File: src/rtl/assert_macros.svh
// Assertion macros included by the top-level RTL file.
`ifndef ASSERT_MACROS_SVH
`define ASSERT_MACROS_SVH

// Property that holds at every clock edge out of reset.
`define ASSERT_ALWAYS(label, cond, msg) \
  label: assert property (@(posedge clk) disable iff (rst) (cond)) else $error(msg);

// Property whose consequent must hold in the clock cycle after the antecedent.
`define ASSERT_NEXT(label, pre, post, msg) \
  label: assert property (@(posedge clk) disable iff (rst) (pre) |=> (post)) else $error(msg);

`endif

File: src/rtl/tsort_pkg.sv
// Shared types and constants of the topological sort block.
package tsort_pkg;

  localparam int NODE_W        = 6;
  localparam int NODE_CNT      = 64;
  localparam int CNT_W         = 7;
  localparam int STAT_W        = 2;
  localparam int MAX_EDGES_DEF = 256;
  localparam int NODE_CNT_RST  = 64;

  localparam logic REQ_EDGE = 1'b0;
  localparam logic REQ_RUN  = 1'b1;

  typedef enum logic [STAT_W-1:0] {
    ST_ORDER    = 2'd0,
    ST_CYCLE    = 2'd1,
    ST_OVERFLOW = 2'd2
  } status_t;

  typedef enum logic [3:0] {
    S_IDLE,
    S_EDGE_WR,
    S_PICK,
    S_HEAD,
    S_EDGE,
    S_DEC,
    S_CHECK,
    S_OSEND,
    S_RES
  } state_t;

  typedef struct packed {
    logic                load;
    logic [NODE_CNT-1:0] load_map;
    logic                set;
    logic [NODE_W-1:0]   set_idx;
    logic                take;
    logic                clear;
  } rdy_ctl_t;

endpackage

File: src/rtl/tsort_pick.sv
// Ready bitmap with priority encoder that yields the smallest ready node.
module tsort_pick (
  input  logic                          clk,
  input  logic                          rst,
  input  tsort_pkg::rdy_ctl_t           ctl,
  output logic                          any,
  output logic [tsort_pkg::NODE_W-1:0]  idx
);
  import tsort_pkg::*;

  logic [NODE_CNT-1:0] ready_map;
  logic [NODE_CNT-1:0] ready_map_next;

  always_comb begin
    idx = '0;
    for (int i = NODE_CNT - 1; i >= 0; i--) begin
      if (ready_map[i]) idx = NODE_W'(i);
    end
  end

  assign any = |ready_map;

  always_comb begin
    ready_map_next = ready_map;
    if (ctl.clear) begin
      ready_map_next = '0;
    end else if (ctl.load) begin
      ready_map_next = ctl.load_map;
    end else begin
      if (ctl.take) ready_map_next[idx] = 1'b0;
      if (ctl.set) ready_map_next[ctl.set_idx] = 1'b1;
    end
  end

  always_ff @(posedge clk) begin
    if (rst) begin
      ready_map <= '0;
    end else begin
      ready_map <= ready_map_next;
    end
  end

endmodule

File: config.mk
export PLATFORM = sky130hd
export DESIGN_NAME = tsort_pick
export DESIGN_NICKNAME = d
export VERILOG_FILES = /design/src/rtl/assert_macros.svh /design/src/rtl/tsort_pkg.sv /design/src/rtl/tsort_pick.sv
export SDC_FILE = /design/constraint.sdc
export NUM_CORES = 1
export LEC_CHECK = 0
export BUFFER_PORTS_ARGS = -buffer_cell sky130_fd_sc_hd__buf_2
export CAP_MARGIN = 10
export CORE_ASPECT_RATIO = 0.5
export CORE_UTILIZATION = 45
export DETAILED_ROUTE_END_ITERATION = 8
export PLACE_DENSITY_LB_ADDON = 0.12
export SYNTH_ARGS = -nofsm -noshare
export SYNTH_HDL_FRONTEND = slang
export SYNTH_SLANG_ARGS = --single-unit
File: constraint.sdc
create_clock -name clk -period 3.36 [get_ports clk]
set_clock_uncertainty 0.1 [all_clocks]
set_input_delay 0.504 -clock clk [delete_from_list [all_inputs] [get_ports clk]]
set_output_delay 0.504 -clock clk [all_outputs]
set_load 0.01 [all_outputs]
==> run metrics <==
outcome=finished, final reports clean; layout cell share with drive strength beyond 1=between 10% and 20%; Max Cap Viol=0; WP data required=2.76 ns; Core Rows=26; Synth warnings=0; Worst Setup SP=ready_map[26]; Setup crit end kind=output pin; RR Startpoint=ready_map[26]; PwrDens=421.4 nW/um^2; Total Wirelength=19540 um; Post-Synth Simple-Gate Area=35.69%; final design utilization=between 50% and 60%; share of total power in combinational logic=27.9%; DIE AREA=11040 um^2; cells after synthesis=743; CP arrival=2.63 ns; Via density=a little over 6; GRT met3 Usage=9.515%; Register Area=1281 um^2; worst slew pin tran=~1.3 ns; NumNets Final=910; Yosys reg bits=64; internal power consumption=1.632 mW; Core ar.=10250 um^2; fraction of registers with async set/reset=0%; largest net degree at the start of global routing=just under 50; dpl cell area=approximately 5500 um^2; register area share after synthesis=26.86%; post-synthesis cell area=4771 um^2; number of flip-flops in the largest register=64; H-tree Lvls=3; min Tclk post-route=3.232 ns; post-synthesis adder-cell area fraction=0%; CTS buffer count=9; sequential share of power=between 30% and 40%; Post-synth EDFFs=0; Initial Utilization=46.56%; kind of critical path=flop to output pin; WL/cell=19.98 um; CTS Sinks=64; # DRC=0; CP Launch Type=flop; final setup vio count=0; syn_nets=819; die width=147.6 um; hold path startpoint=ctl[11]; Max Clk Rate=~310 MHz; Die H=about 75 um; ys flop type=dfxtp_1; Worst-Skew Late Latency=about 0.34 ns; global route overflow=0; switching fraction of total power=between 30 and 40%; area taken by multi-input logic gates=between 3000 and 4000 um^2; Bufs on Longest Clock Path=2; vias in the first global route=5090; Largest Register=ready_map; met2 usage=50.47%; Pre-Repair DR Iteration Count=6; CP max FO=13; unrepaired setup endpoints after global routing=false; via count=5909; Root Driver=clkbuf_16; HPWL after DPL=14160 um; Max Slew Vio Count=0; setup_tns=0 ns; Placement Setup Slack=0.3421 ns; clk slew on worst S/H paths=0.05 ns; GR peak layer=met1; Antenna Nets Post-Route=0; met1 GRT Util=52.23%; Final Cell Area=5828 um^2; Ant. Diodes=0; main combinational cell family by area after synthesis=simple AND/OR/NAND/NOR gates; Clk network pwr share=a little under two fifths; xor and xnor fraction of the mapped netlist area=0%; initial antenna violation count=0; maximum vdd drop=275.0 uV; Final period util=96.20%; Hold Vio Cnt, Final=0; Worst Hold Class=input pin to flop; Boundary Pins=83; worst rel slew slack=12.37%; top flop regs=ready_map x64; Placer Congestion=0.9758; R2R Setup Slk=~0.36 ns; Fill cells=1012; Layout area overhead=22.16%; post-synthesis compound-gate area fraction=31.86%; Iteration-0 DRC Markers=537; setup ws final=0.1277 ns; Yosys cell types=52; CTS tree=built; first-pass GRT wire length=29590 um; Avg Cell Area, Syn=between 6 and 7 um^2; post-synthesis mux area share=0%; total track usage=a little over a third; port bufs=82; Psw=slightly above 0.8 mW; LEAKAGE=2.255 nW
## layout make-up
cell class	instances	share of cell area (%)
inverter	17	1.116
sequential	64	21.98
clock buffer	12	4.229
timing repair buffer	131	13.40
tap	140	3.006
multi-input combinational	611	55.54
clock inverter	3	0.7299
## per-stage QoR
step / power, mW / hold slack, ns / instances
after detailed placement: 1.504 / 0.5492 / 963
after floorplan: 1.238 / 0.4947 / 743
after global routing: 2.549 / 0.3837 / 978
final: 2.456 / 0.3780 / 978
after global placement: 1.500 / 0.5292 / 963
after CTS: 2.439 / 0.3689 / 978
## cell families (layout without fill, tap and decap cells)
group / count (synthesis) / in the layout
buffers and inverters: 68 / 163
DFF: 64 / 64
and+or+nand+nor: 352 / 352
AOI/OAI and AO/OA: 259 / 259
## power by group through the flow
stage          Sequential (mW)  Combinational, mW  Clock (mW)
5_1_grt                  0.829              0.740       0.980
3_3_place_gp             0.839              0.661           0
2_1_floorplan            0.826              0.412           0
3_5_place_dp             0.840              0.664           0
6_report                 0.826              0.686       0.944
4_1_cts                  0.823              0.667       0.948
## worst paths after layout
path / endpoint / depth (start not counted)
max: idx[1] / 7
min: ready_map[2] / 3
max reg2reg: ready_map[56] / 8
min reg2reg: ready_map[55] / 4
## routing by layer
metal  part of all wire [%]  vias up
met2                     40      299
met5                      0        -
li1                       -     2867
met1                     47     2702
met4                    2.7        0
met3                     10       41
## cell usage in the layout, fill, tap and decap left out, drive strengths merged, types with 4 or more instances in the layout
cell type / synthesis / final
a2111oi: 4 / 4
or2: 5 / 5
nand2: 174 / 174
nor4: 20 / 20
inv: 16 / 16
clkbuf: 42 / 12
nand2b: 9 / 9
a211oi: 7 / 7
dfxtp: 64 / 64
nor3b: 6 / 6
buf: 9 / 131
a21oi: 92 / 92
or3: 5 / 5
nor2b: 13 / 13
nor3: 28 / 28
a31oi: 49 / 49
o311ai: 4 / 4
nand3: 4 / 4
and3: 4 / 4
nor4b: 4 / 4
o21ai: 72 / 72
a41oi: 5 / 5
o211ai: 8 / 8
nor2: 62 / 62
or4: 6 / 6
## cell usage after synthesis, types with 3 or more instances
cell type,count,area [um^2]
clkbuf_1,42,157.7
nor2b_1,13,81.33
o21ai_1,3,15.01
o21a_1,3,22.52
o21bai_1,3,22.52
nor4b_4,3,71.32
or4_1,6,45.04
inv_1,16,60.06
dfxtp_1,64,1281
or3_1,5,31.28
a31oi_1,49,306.5
and3_1,4,25.02
or2_2,5,31.28
nor2_1,62,232.7
o311ai_0,4,35.03
buf_1,6,22.52
nand4_1,3,18.77
o211ai_1,8,60.06
nor3_1,27,135.1
nor3b_1,6,45.04
nand3_1,4,20.02
o21ai_0,68,340.3
nand2_1,174,653.1
a211oi_1,7,52.55
a41oi_1,5,43.79
nor4_1,18,112.6
nand2b_1,9,56.30
a21oi_1,92,460.4
## critical path, stage by stage, from the launching register on
cell       delay [ns]
dfxtp_1          0.35
nor4_1           0.35
nand2_1          0.15
a2111oi_0        0.40
nand2_1          0.12
o21ai_2          0.62
inv_1            0.11
buf_2            0.17
## timing repair
item / 4_1_cts / 5_1_grt
setup buffers: 0 / 0
hold buffers: 0 / 0
resized for setup: 0 / 1
endpoints found under the setup margin: 0 / 1
No activity file was read; power rests on OpenSTA's default activity.
